===== config.mk =====
export PLATFORM = sky130hd
export DESIGN_NAME = spc_merge
export DESIGN_NICKNAME = d
export VERILOG_FILES = /design/src/hdl/spc_pkg.sv /design/src/hdl/spc_merge.sv
export SDC_FILE = /design/constraint.sdc
export NUM_CORES = 2
export LEC_CHECK = 0
export BUFFER_PORTS_ARGS = -buffer_cell sky130_fd_sc_hd__buf_2
export CORE_MARGIN = 2
export CORE_UTILIZATION = 35
export DETAILED_ROUTE_END_ITERATION = 8
export PLACE_DENSITY = 0.6
export SYNTH_ARGS = -nofsm -noshare
export SYNTH_HDL_FRONTEND = slang
export SYNTH_SLANG_ARGS = --single-unit

===== constraint.sdc =====
create_clock -name clk -period 18.7 [get_ports clk]
set_clock_uncertainty 0.05 [all_clocks]
set_input_delay 1.87 -clock clk [delete_from_list [all_inputs] [get_ports clk]]
set_output_delay 1.87 -clock clk [all_outputs]
set_load 0.05 [all_outputs]

===== src/hdl/spc_pkg.sv =====
`timescale 1ns / 1ps

package spc_pkg;

	// Number of character states handled by the lanes (2 to 4).
	localparam int STATE_COUNT = 4;
	// Width of one cost value; the all-ones pattern stands for infinity (16 to 32).
	localparam int COST_BITS   = 32;
	// Fixed layout of the ports and of the transition cost registers.
	localparam int LANES       = 4;
	localparam int PORT_BITS   = 32;
	localparam int TRANS_BITS  = 16;
	localparam int ROW_BITS    = LANES * TRANS_BITS;
	localparam int WEIGHT_BITS = 16;
	localparam int SCORE_BITS  = 48;
	localparam int CFG_IDX_BITS = 2;
	localparam int PROD_BITS   = COST_BITS + WEIGHT_BITS;

	typedef logic [COST_BITS-1:0]   cost_t;
	typedef logic [TRANS_BITS-1:0]  trans_t;
	typedef logic [ROW_BITS-1:0]    row_t;
	typedef logic [WEIGHT_BITS-1:0] weight_t;
	typedef logic [SCORE_BITS-1:0]  score_t;
	typedef logic [PORT_BITS-1:0]   port_cost_t;
	typedef logic [PROD_BITS-1:0]   prod_t;

	typedef cost_t  [STATE_COUNT-1:0] cost_vec_t;
	typedef trans_t [STATE_COUNT-1:0] trans_col_t;

	typedef enum logic [CFG_IDX_BITS-1:0] {
		REG_COST_ROW_0 = 2'd0,
		REG_COST_ROW_1 = 2'd1,
		REG_COST_ROW_2 = 2'd2,
		REG_COST_ROW_3 = 2'd3
	} cfg_reg_t;

	localparam cost_t COST_INF = {COST_BITS{1'b1}};

	localparam row_t ROW_RESET [LANES] = '{
		64'h0001_0001_0001_0000,
		64'h0001_0001_0000_0001,
		64'h0001_0000_0001_0001,
		64'h0000_0001_0001_0001
	};

	// Stage advance strobes for the lane stages.
	typedef struct packed {
		logic s1;
		logic s2;
	} lane_ctl_t;

	// Stage advance strobes for the merge stages.
	typedef struct packed {
		logic s3;
		logic s4;
	} merge_ctl_t;

	// Addition that sticks at infinity once either operand or the sum reaches it.
	function automatic cost_t sat_add(cost_t a, cost_t b);
		logic [COST_BITS:0] sum;
		sum = {1'b0, a} + {1'b0, b};
		if (a == COST_INF || b == COST_INF || sum >= {1'b0, COST_INF}) begin
			return COST_INF;
		end
		return sum[COST_BITS-1:0];
	endfunction

endpackage


===== src/hdl/spc_merge.sv =====
`timescale 1ns / 1ps

// Minimum over the lanes, then the weighted score.
module spc_merge import spc_pkg::*; (
	input  logic       clk,
	input  merge_ctl_t ctl,
	input  cost_vec_t  parent_s2,
	input  weight_t    weight_s2,
	output cost_vec_t  parent_s4,
	output cost_t      min_s4,
	output score_t     score_s4
);

	cost_vec_t parent_s3;
	cost_t     min_s3;
	weight_t   weight_s3;
	cost_t     min_all;
	prod_t     product;

	always_comb begin
		min_all = parent_s2[0];
		for (int i = 1; i < STATE_COUNT; i++) begin
			if (parent_s2[i] < min_all) begin
				min_all = parent_s2[i];
			end
		end
	end

	always_ff @(posedge clk) begin
		if (ctl.s3) begin
			parent_s3 <= parent_s2;
			min_s3    <= min_all;
			weight_s3 <= weight_s2;
		end
	end

	// The product of a cost and a weight always fits the score field.
	assign product = prod_t'(min_s3) * prod_t'(weight_s3);

	always_ff @(posedge clk) begin
		if (ctl.s4) begin
			parent_s4 <= parent_s3;
			min_s4    <= min_s3;
			score_s4  <= score_t'(product);
		end
	end

endmodule


==> reports/summary.txt <==
Max Clk Rate - 106 MHz
Tcrit/Tclk final - 0.506
Worst Setup Slack, final - 9.23 ns
Global Route met3 Usage - 0.0539
IO buf count - 354
Crit-path slowest cell - nor2_4
# Post-CTS Setup Buffers - 0
HPWL Detailed - 64.2 mm
Total number of H-tree levels - 2
Met1 global-route usage - 0.238
Die area - 0.0895 mm²
HP Start - parent_s3[100]
Placed Area - 0.0336 mm²
Die height - 299 µm
Min cycle time layout - 9.47 ns
CTS sink cnt - 384
DRC viols - 0
Slew @ Worst Pin - 0.975 ns
Most common cell after layout, fill and taps aside - inv_1
Fillers - 8345
Clock Tree Root - clkbuf_16
Placed instance count - 4066
CTS max path bufs - 3
Share of cells above drive strength 1 - 0.154
Main flop type after synthesis - edfxtp_1
Post-route antenna net violation count - 0
Reg2reg start - min_s3[10]
Syn nets - 3398
Setup total negative slack - 0 ns
Most used cell, CP - a21o_1
Largest net degree at the start of global routing - 91
Via count - 20141
Initial Util - 0.352
WP data arrival - 9.72 ns
Seq/Total Area, Yosys - 0.378
R2R setup slack - 10.33 ns
Die X - 299 µm
TritonCTS clock tree - yes
Area growth syn-to-layout - 15.3%
Cell Area, Synth - 0.0305 mm²
WL per Instance - 20.4 µm
Area of the multi-input gates - 0.0169 mm²
Fin cells - 4150
Slew margin rel. - 0.350
R2R depth - 23
R2r endpoint - score_s4[45]
Crit end category - flip-flop
Register area - 0.0115 mm²
EDFF count, synth - 384
Register bit total from synthesis - 384
Syn Area/Cell - 11.6 µm²
Total GRT Usage - 0.192
# nets final - 3734
CP Class - primary input to flip-flop
Count of pins over their slew limit - 0
Met2 usage - 0.324
IO Pins - 355
Hold Path Cell Cnt - 0
Max Cap Viol - 0
Fraction of registers with async set/reset - 0
Synth Warn # - 0
Most frequent cells in the layout - inv_1, nand2_1, fa_1
Startpoint types - primary input
Vias per cell - 4.85
Final setup vio count - 0
Initial DRC count - 1351
Unique masters post-synth - 58
Final wirelength - 84.8 mm
Total CTS buffers - 44
First-pass GRT wire length - 131 mm
Post-CTS resize count - 0
CORE AREA - 0.0866 mm²
Initial DRT Pass Iterations - 5
WHS Endpoint - parent_s4[100]
Status - complete, no violations
Cell area after layout - 0.0352 mm²
Busiest metal layer after global routing - met2
Initial antenna violation count - 9
Clock transition at the registers of the reported paths - 0.06 ns
Row count - 108
Synth Instances - 2621
RSZ-0062 raised after global routing - no
CP Max Fanout - 40
Largest stage delay, worst path - 0.64 ns
Worst-Skew Late Latency - 0.59 ns
Worst Path Required - 18.95 ns
Hold Vio Cnt, Final - 0
Worst slack at placement - 8.64 ns
Hold_buf cts - 0
Vias in the first global route - 21650
Placer Congestion - 0.870
Grt ovf - 0
Hold Path Class - flip-flop to flip-flop
flip-flops by register name, indices dropped and copies added (netlist names):
register	count
min_s4	32
score_s4	48
parent_s4	128
weight_s3	16
min_s3	32
parent_s3	128
stage by stage:
step	utilization	hold slack, ns
floorplan	-	0.350
global placement	0.388	0.351
detailed placement	0.388	0.355
CTS	0.406	0.362
global route	0.406	0.369
finish	0.406	0.362
critical path: cells and delay by family:
| family | cells | cell delay, ns |
|---|---|---|
| mux | 2 | 0.50 |
| buf+inv | 5 | 1.18 |
| compound gates | 18 | 3.76 |
| fa+ha+maj | 3 | 0.92 |
| simple gates | 5 | 1.43 |
cell families (layout without fill, tap and decap cells):
group / count (synthesis) / count (layout) / synth area share
and+or+nand+nor: 690 / 690 / 0.105
adders and majority gates: 632 / 632 / 0.362
other: 0 / 4 / 0
muxes: 65 / 65 / 0.0214
buffers and inverters: 558 / 928 / 0.0696
xor gates and xnor gates: 41 / 41 / 0.0118
DFF: 384 / 384 / 0.378
AOI/OAI and AO/OA: 251 / 251 / 0.0527
per-layer routing:
layer  part of all wire  routed length [µm]  vias to the layer above
met5            0.00093                  79                        -
met4              0.030                2570                       12
met3              0.082                6990                      139
met2               0.48               41100                      672
met1               0.40               34100                    10186
li1                   -                   -                     9132
synthesized netlist by cell type, types with 5 or more instances:
library cell | count | area [µm²]
a211oi_1 | 8 | 60.1
a21o_1 | 48 | 360
a21oi_1 | 74 | 370
a221oi_1 | 5 | 43.8
a31oi_1 | 5 | 31.3
and2_1 | 157 | 982
and3_1 | 8 | 50.1
clkbuf_1 | 88 | 330
edfxtp_1 | 384 | 11500
fa_1 | 418 | 8370
ha_1 | 212 | 2650
inv_1 | 461 | 1730
mux2i_1 | 64 | 641
nand2_1 | 418 | 1570
nand2b_1 | 11 | 68.8
nand3_1 | 13 | 65.1
nand4_1 | 19 | 119
nor2_1 | 32 | 120
nor2b_1 | 9 | 56.3
nor3_1 | 5 | 25.0
o21a_1 | 7 | 52.6
o21ai_0 | 46 | 230
o21ai_1 | 18 | 90.1
o21bai_1 | 13 | 97.6
or3_1 | 5 | 31.3
xnor2_1 | 30 | 263
xor2_1 | 11 | 96.3
final cells by class:
class / instances / area share
Sequential cell: 384 / 0.328
Clock inverter: 28 / 0.0126
Clock buffer: 52 / 0.0321
Timing Repair Buffer: 387 / 0.0579
Inverter: 461 / 0.0492
Tap cell: 1155 / 0.0411
Antenna cell: 4 / 0.000285
Multi-Input combinational cell: 1679 / 0.479
how the worst max path moves through the flow:
stage | startpoint | to | slack [ns] | cells after the start
6_report | parent_s2[27] | min_s3[24] | 9.23 | 33
5_1_grt | parent_s2[11] | min_s3[27] | 8.77 | 32
4_1_cts | parent_s2[27] | min_s3[26] | 9.25 | 33
3_5_place_dp | parent_s2[27] | min_s3[26] | 8.64 | 33
3_3_place_gp | parent_s2[27] | min_s3[25] | 8.70 | 33
2_1_floorplan | parent_s2[31] | min_s3[0] | 10.35 | 31
Power is left out: the tool's default activity adds up to more than one toggle a clock period on the data nets, which glitch-free logic cannot reach.
