## config.mk

```make
export PLATFORM = sky130hd
export DESIGN_NAME = spc_lane
export DESIGN_NICKNAME = d
export VERILOG_FILES = /design/src/hdl/spc_pkg.sv /design/src/hdl/spc_lane.sv
export SDC_FILE = /design/constraint.sdc
export NUM_CORES = 1
export LEC_CHECK = 0
export ABC_AREA = 0
export BUFFER_PORTS_ARGS = -buffer_cell sky130_fd_sc_hd__buf_4
export CORE_MARGIN = 8
export CORE_UTILIZATION = 60
export DETAILED_ROUTE_END_ITERATION = 6
export GPL_TIMING_DRIVEN = 0
export PLACE_DENSITY = 0.89
export RECOVER_POWER = 50
export REMOVE_ABC_BUFFERS = 1
export SLEW_MARGIN = 20
export SYNTH_ARGS = -nofsm -noshare
export SYNTH_HDL_FRONTEND = slang
export SYNTH_SLANG_ARGS = --single-unit
export TNS_END_PERCENT = 50
```

## constraint.sdc

```tcl
create_clock -name clk -period 15.48 [get_ports clk]
set_clock_uncertainty 0.05 [all_clocks]
set_input_delay 3.096 -clock clk [delete_from_list [all_inputs] [get_ports clk]]
set_output_delay 3.096 -clock clk [all_outputs]
set_load 0.01 [all_outputs]
```

## src/hdl/spc_pkg.sv

```systemverilog
`timescale 1ns / 1ps

package spc_pkg;

	// Number of character states handled by the lanes (2 to 4).
	localparam int STATE_COUNT = 4;
	// Width of one cost value; the all-ones pattern stands for infinity (16 to 32).
	localparam int COST_BITS   = 32;
	// Fixed layout of the ports and of the transition cost registers.
	localparam int LANES       = 4;
	localparam int PORT_BITS   = 32;
	localparam int TRANS_BITS  = 16;
	localparam int ROW_BITS    = LANES * TRANS_BITS;
	localparam int WEIGHT_BITS = 16;
	localparam int SCORE_BITS  = 48;
	localparam int CFG_IDX_BITS = 2;
	localparam int PROD_BITS   = COST_BITS + WEIGHT_BITS;

	typedef logic [COST_BITS-1:0]   cost_t;
	typedef logic [TRANS_BITS-1:0]  trans_t;
	typedef logic [ROW_BITS-1:0]    row_t;
	typedef logic [WEIGHT_BITS-1:0] weight_t;
	typedef logic [SCORE_BITS-1:0]  score_t;
	typedef logic [PORT_BITS-1:0]   port_cost_t;
	typedef logic [PROD_BITS-1:0]   prod_t;

	typedef cost_t  [STATE_COUNT-1:0] cost_vec_t;
	typedef trans_t [STATE_COUNT-1:0] trans_col_t;

	typedef enum logic [CFG_IDX_BITS-1:0] {
		REG_COST_ROW_0 = 2'd0,
		REG_COST_ROW_1 = 2'd1,
		REG_COST_ROW_2 = 2'd2,
		REG_COST_ROW_3 = 2'd3
	} cfg_reg_t;

	localparam cost_t COST_INF = {COST_BITS{1'b1}};

	localparam row_t ROW_RESET [LANES] = '{
		64'h0001_0001_0001_0000,
		64'h0001_0001_0000_0001,
		64'h0001_0000_0001_0001,
		64'h0000_0001_0001_0001
	};

	// Stage advance strobes for the lane stages.
	typedef struct packed {
		logic s1;
		logic s2;
	} lane_ctl_t;

	// Stage advance strobes for the merge stages.
	typedef struct packed {
		logic s3;
		logic s4;
	} merge_ctl_t;

	// Addition that sticks at infinity once either operand or the sum reaches it.
	function automatic cost_t sat_add(cost_t a, cost_t b);
		logic [COST_BITS:0] sum;
		sum = {1'b0, a} + {1'b0, b};
		if (a == COST_INF || b == COST_INF || sum >= {1'b0, COST_INF}) begin
			return COST_INF;
		end
		return sum[COST_BITS-1:0];
	endfunction

endpackage

```

## src/hdl/spc_lane.sv

```systemverilog
`timescale 1ns / 1ps

// Parent state: best cost per child; saturated sum if both present.
module spc_lane import spc_pkg::*; (
	input  logic       clk,
	input  lane_ctl_t  ctl,
	input  cost_vec_t  first_cost,
	input  cost_vec_t  second_cost,
	input  trans_col_t trans_col,
	input  logic       second_present,
	input  logic       constant_pattern,
	output cost_t      parent_s2
);

	cost_t best_first_s1;
	cost_t best_second_s1;
	logic  two_s1;
	logic  const_s1;
	cost_t best_first;
	cost_t best_second;

	always_comb begin
		cost_t cf;
		cost_t cs;
		best_first  = COST_INF;
		best_second = COST_INF;
		for (int j = 0; j < STATE_COUNT; j++) begin
			cf = sat_add(first_cost[j], cost_t'(trans_col[j]));
			cs = sat_add(second_cost[j], cost_t'(trans_col[j]));
			if (j == 0 || cf < best_first) begin
				best_first = cf;
			end
			if (j == 0 || cs < best_second) begin
				best_second = cs;
			end
		end
	end

	always_ff @(posedge clk) begin
		if (ctl.s1) begin
			best_first_s1  <= best_first;
			best_second_s1 <= best_second;
			two_s1         <= second_present;
			const_s1       <= constant_pattern;
		end
	end

	always_ff @(posedge clk) begin
		if (ctl.s2) begin
			if (const_s1) begin
				parent_s2 <= '0;
			end else if (two_s1) begin
				parent_s2 <= sat_add(best_first_s1, best_second_s1);
			end else begin
				parent_s2 <= best_first_s1;
			end
		end
	end

endmodule

```

==> impl_metrics.json, run 1 <==
{
  "cts_buffers": 9,
  "drt_iter0_drc": 2704,
  "setup_violations": 0,
  "die_area_sq_um": 45690,
  "yosysWarnings": 0,
  "synth_top_area_frac": 0.1824,
  "crit_type": "primary input to flop",
  "crit_required_ps": 15620,
  "finalHoldViolCount": 0,
  "irDropWorstVdd_mv": 0.06249,
  "regArea_sq_um": 2943,
  "core_sq_um": 38650,
  "reg2reg_to": "parent_s2[12]",
  "vias_per_cell": 6.583,
  "io_pins": 357,
  "reg2reg_depth": 16,
  "wl_um": 87470,
  "reg2reg_setup_slack_ps": 10360,
  "synth_edf_count": 98,
  "busiest_layer": "met2",
  "htreeDepth": 3,
  "violations": "capacitance limit, slew limit",
  "end_kind": "flop",
  "first_pass_iters": 6,
  "synth_seq_cells": 98,
  "grt_use_met2": 0.6140,
  "overflow": 0,
  "cts.clk_slew.worst_paths_ps": 70,
  "synthFlopType": "edfxtp_1",
  "syn_area_sq_um": 23460,
  "initial_core_util": 0.6071,
  "gr-usage-met3": 0.06460,
  "cap_viol_max_count": 2,
  "avgSynthCellArea_sq_um": 7.675,
  "final_common_cell": "buf_4",
  "cp_slowest_cell": "xnor2_1",
  "holdWs_ps": 717.6,
  "setup_tns_ps": 0,
  "crit_start": "trans_col[0]",
  "antenna_found_initial": 8,
  "gp_congestion": 1.046,
  "slew_violations": 100,
  "num_rows": 72,
  "track_usage": 0.3628,
  "relSlewSlack": -1.335,
  "critical-path-max-stage-delay_ps": 580,
  "postCtsHoldBufs": 0,
  "die_h_um": 213.7,
  "synth_cell_types": 100,
  "final_cell_mix": "buf_4, ha_1, nand2_1",
  "setup.worst_path.end": "best_second_s1[24]",
  "io_buffers": 356,
  "avgRoutedWirePerCell_um": 22.42,
  "cts_buffer_depth": 2,
  "grtUsageMet1": 0.4438,
  "clock_latency_ps": 360,
  "synth_top_cell_by_area": "ha_1",
  "crit_top_cell": "a21o_1",
  "vias": 25680,
  "fillers": 3194,
  "multi_input_area_sq_um": 19590,
  "die_x_um": 213.7,
  "fmax_mhz": 66.50,
  "cts_tree": "built",
  "hpwl_um": 73610,
  "grt_pass1_wl_um": 132100,
  "drtAntennaViolNets": 0,
  "nets": 4053,
  "grt_max_degree": 67,
  "synth-seq-area-share": 0.1254,
  "root_buffer": "clkbuf_16",
  "post-route-period-util": 0.9715,
  "synthCells": 3057,
  "cts_sinks": 98,
  "start_kind": "primary input",
  "drive_above_1_share": 0.1576,
  "worst-slew-pin-transition_ps": 3502,
  "min_path_type": "flop to flop",
  "p_leak_nw": 12.81,
  "async_flop_share": 0,
  "reg2reg_from": "best_second_s1[0]",
  "grt_pass1_vias": 24610,
  "crit_fanout": 16,
  "synth_top_cells_by_area": "ha_1, edfxtp_1, xnor2_1, xor2_1, nand2_1",
  "fin_crit_ps": 15040,
  "outcome": "finished with violations",
  "areaGrowthSynthToFinish_pct": 15.90,
  "arrival_ps": 15180,
  "powerDensity_nw_per_um2": 91.87,
  "drt_drc_violations_left": 0
}
[cell usage after synthesis (26+ instances only)]
cell,number
clkbuf_1,51
ha_1,342
xnor2_1,126
mux2i_1,84
nor3_1,58
mux2_2,32
nand3_1,95
inv_1,221
nand2_1,262
a211oi_1,59
nor4_1,40
edfxtp_1,98
o211ai_1,33
nor2b_1,60
o21a_1,35
and2_1,51
o31ai_1,26
nand2b_1,50
a31oi_1,33
nor2_1,251
a21oi_1,179
xor2_1,120
o21ai_0,109
and3_1,48
a21o_1,119
nand4_1,126
[flip-flops by register name (all words and copies together), names as in the netlist]
register and count:
best_second_s1 32, two_s1 1, best_first_s1 32, const_s1 1
parent_s2 32
[per-stage QoR]
step             util  total power [mW]  area, sq um  setup WS (ps)  std cells
2_1_floorplan       -             1.657        23090          -1643       2979
3_3_place_gp   0.6833             2.119        26410          -4880       3853
3_5_place_dp   0.6891             2.194        26630          -1341       3860
4_1_cts        0.6996             2.428        27040          35.74       3885
5_1_grt        0.7035             2.672        27190         -78.09       3900
6_report       0.7036             2.498        27190          441.6       3901
[routing by layer]
metal | wire length (um) | vias up
li1 | - | 12010
met1 | 34230 | 12010
met3 | 8162 | 258
met5 | 109 | -
met2 | 40150 | 1390
met4 | 4820 | 16
[worst min-delay path by stage]
stage,start,end,slack [ps],cells past startpoint
floorplan,best_first_s1[28],parent_s2[28],610,2
global placement,best_first_s1[0],parent_s2[0],690,2
detailed placement,best_first_s1[4],parent_s2[4],710,2
CTS,best_first_s1[4],parent_s2[4],720,2
global route,best_first_s1[2],parent_s2[2],750,2
finish,best_first_s1[4],parent_s2[4],720,2
[report_power, final]
group	switching, mW	internal (mW)	total (mW)
clock network	0.103	0.110	0.214
registers	0.0655	0.387	0.452
logic	1.04	0.787	1.83
total	1.21	1.28	2.50
[what timing repair did]
item / CTS / global route
resized for setup: 12 / 20
gates cloned: 4 / 0
buffers inserted: 5 / 15
setup endpoints to repair: 64 / 64
pin swaps: 4 / 6
[layout make-up]
class | count | area share
Tap cell | 518 | 0.02383
Multi-Input combinational cell | 2664 | 0.7203
Timing Repair Buffer | 383 | 0.1068
Clock buffer | 9 | 0.008282
Clock inverter | 7 | 0.001887
Inverter | 221 | 0.03064
Sequential cell | 98 | 0.1082
Antenna cell | 1 | 0.00009203
[critical path: cells and delay by family]
family | cells | cell delay, ps
AO/OA/AOI/OAI | 27 | 5200
XOR/XNOR | 1 | 580
adder cells (fa/ha/maj) | 5 | 1500
buffers and inverters | 6 | 830
multiplexers | 2 | 600
AND/OR/NAND/NOR | 13 | 3330
[cells by family (layout without fill, tap and decap cells)]
family	after synthesis	after routing	synth area share
AND/OR/NAND/NOR	1152	1153	0.2520
AO/OA/AOI/OAI	770	773	0.2227
adder cells (fa/ha/maj)	351	351	0.1901
buffers and inverters	299	620	0.05135
XOR/XNOR	246	246	0.09183
multiplexers	141	141	0.06666
flip-flops	98	98	0.1254
other	0	1	0
Power figures use the tool's default switching activity.
==> run 2, diff against run 1 <==
--- a/config.mk
+++ b/config.mk
@@ -5,13 +5,13 @@
 export SDC_FILE = /design/constraint.sdc
 export NUM_CORES = 1
 export LEC_CHECK = 0
-export ABC_AREA = 0
+export ABC_AREA = 1
 export BUFFER_PORTS_ARGS = -buffer_cell sky130_fd_sc_hd__buf_4
 export CORE_MARGIN = 8
-export CORE_UTILIZATION = 60
+export CORE_UTILIZATION = 61
 export DETAILED_ROUTE_END_ITERATION = 6
 export GPL_TIMING_DRIVEN = 0
-export PLACE_DENSITY = 0.89
+export PLACE_DENSITY_LB_ADDON = 0.12
 export RECOVER_POWER = 50
 export REMOVE_ABC_BUFFERS = 1
 export SLEW_MARGIN = 20
==> impl_metrics.json, run 2 <==
{
  "synth_seq_cells": 98,
  "worst-slew-pin-transition_ps": 3494,
  "relSlewSlack": -1.329,
  "cts_buffers": 9,
  "critical-path-max-stage-delay_ps": 690,
  "rsz0062_at_grt": "no",
  "synth_cell_types": 55,
  "end_kind": "flop",
  "avgSynthCellArea_sq_um": 5.840,
  "cts.clk_slew.worst_paths_ps": 70,
  "cap_viol_max_count": 2,
  "fillers": 3905,
  "grt_max_degree": 67,
  "irDropWorstVdd_mv": 0.05361,
  "drtAntennaViolNets": 0,
  "core_sq_um": 40550,
  "vias_per_cell": 5.621,
  "async_flop_share": 0,
  "drive_above_1_share": 0.09300,
  "io_buffers": 356,
  "final_common_cell": "nand2_1",
  "cts_setup_buffers": 0,
  "arrival_ps": 13390,
  "crit_fanout": 63,
  "regArea_sq_um": 2943,
  "drt_iter0_drc": 2377,
  "cts_sinks": 98,
  "cts_tree": "built",
  "finalHoldViolCount": 0,
  "syn_area_sq_um": 24870,
  "die_x_um": 217.9,
  "yosysWarnings": 0,
  "synthCells": 4258,
  "violations": "capacitance limit, slew limit",
  "gp_congestion": 1.031,
  "wl_um": 85370,
  "htreeDepth": 3,
  "crit_required_ps": 15640,
  "powerDensity_nw_per_um2": 80.47,
  "synth-seq-area-share": 0.1184,
  "die_h_um": 217.9,
  "synth_edf_count": 98,
  "antenna_found_initial": 1,
  "multi_input_area_sq_um": 19230,
  "top_regs": "best_first_s1 x32, best_second_s1 x32, parent_s2 x32",
  "slew_violations": 100,
  "grt_pass1_vias": 26240,
  "crit_type": "primary input to flop",
  "synth_top_cell_by_area": "nand2_1",
  "cts_buffer_depth": 2,
  "drt_drc_violations_left": 0,
  "cp_slowest_cell": "inv_1",
  "placed_cell_area_sq_um": 27930,
  "io_pins": 357,
  "fin_crit_ps": 13230,
  "fmax_mhz": 75.60,
  "track_usage": 0.3447,
  "dp_cells": 5075,
  "first_pass_iters": 6,
  "post-synth-top-count-cell": "nand2_1",
  "setup_violations": 0,
  "setup_tns_ps": 0,
  "p_leak_nw": 15.42,
  "hpwl_um": 74850,
  "vias": 28630,
  "synth_top_cells_by_area": "nand2_1, ha_1, edfxtp_1, inv_1, nand3_1",
  "root_buffer": "clkbuf_16",
  "initial_core_util": 0.6131,
  "outcome": "finished with violations",
  "clock_latency_ps": 360,
  "synth_common_cells": "nand2_1, inv_1, nor2_1",
  "num_rows": 74,
  "final_area_sq_um": 28160,
  "nets": 5230,
  "crit_top_cell": "nand2_1",
  "final_cell_mix": "nand2_1, inv_1, nor2_1",
  "power_mw": 2.266,
  "post-route-period-util": 0.8544,
  "start_kind": "primary input",
  "avgRoutedWirePerCell_um": 16.76,
  "overflow": 0,
  "final_util": 0.6944,
  "postCtsHoldBufs": 0,
  "min_path_type": "flop to flop",
  "synth_top_area_frac": 0.2115,
  "areaGrowthSynthToFinish_pct": 13.25,
  "ctsResizeCount": 0,
  "die_area_sq_um": 47480,
  "instances_no_fill": 5093,
  "grt_pass1_wl_um": 132900,
  "synthFlopType": "edfxtp_1"
}
==> run 2: cell count changes in the layout (fill, tap and decap cells not counted), sizes merged, moves of 78 or more <==
cell / previous run / this run
nand2: 263 / 1414
inv: 224 / 636
nand3: 95 / 301
a21o: 121 / 10
nor2: 251 / 349
mux2i: 85 / 0
xnor2: 126 / 48
==> run 2: worst paths after layout <==
check	startpoint	to	slack, ps	depth (start not counted)
max	second_cost[32]	best_second_s1[27]	2250	48
max reg2reg	best_second_s1[0]	parent_s2[2]	10130	30
min	best_first_s1[3]	parent_s2[3]	630	2
min reg2reg	best_first_s1[3]	parent_s2[3]	630	2
==> run 2: metrics by stage <==
step / hold WS, ps / worst slack (ps)
2_1_floorplan: 540.3 / 2297
3_5_place_dp: 605.2 / 1582
3_3_place_gp: 595.7 / -1030
4_1_cts: 621.8 / 1979
6_report: 631.0 / 2253
5_1_grt: 653.5 / 982.5
==> run 2: critical path: cells and delay by family <==
kind | cells | cell delay [ps]
AOI/OAI and AO/OA | 11 | 2310
adders and majority gates | 5 | 1550
buffers and inverters | 6 | 1600
and+or+nand+nor | 26 | 4780
==> run 2: cell type report <==
type	count	area share
multi-input cells	3451	0.6827
flip-flops and latches	98	0.1045
repair buffers	358	0.09402
inverters	636	0.08477
well taps	532	0.02364
clock buffers	10	0.008131
clock inverters	6	0.002044
diodes	2	0.0001777
==> run 2: where the power goes <==
part	internal (mW)	switching, mW
Sequential	0.387	0.0693
Combinational	0.594	0.997
Clock	0.124	0.0947
Total	1.10	1.16
==> run 2: per-layer routing <==
layer | wire length [um] | up-vias | global-route usage
met1 | 35680 | 12680 | 0.4358
met2 | 38050 | 1072 | 0.5697
li1 | - | 14700 | -
met5 | 0 | - | 0
met3 | 6895 | 178 | 0.04605
met4 | 4745 | 0 | 0.1738
==> run 2: cells by family after synthesis <==
logic type | Yosys count | share of synthesized area
XOR/XNOR | 160 | 0.05636
AO/OA/AOI/OAI | 521 | 0.1171
flip-flops | 98 | 0.1184
adder cells (fa/ha/maj) | 351 | 0.1793
AND/OR/NAND/NOR | 2419 | 0.4193
buffers and inverters | 709 | 0.1096
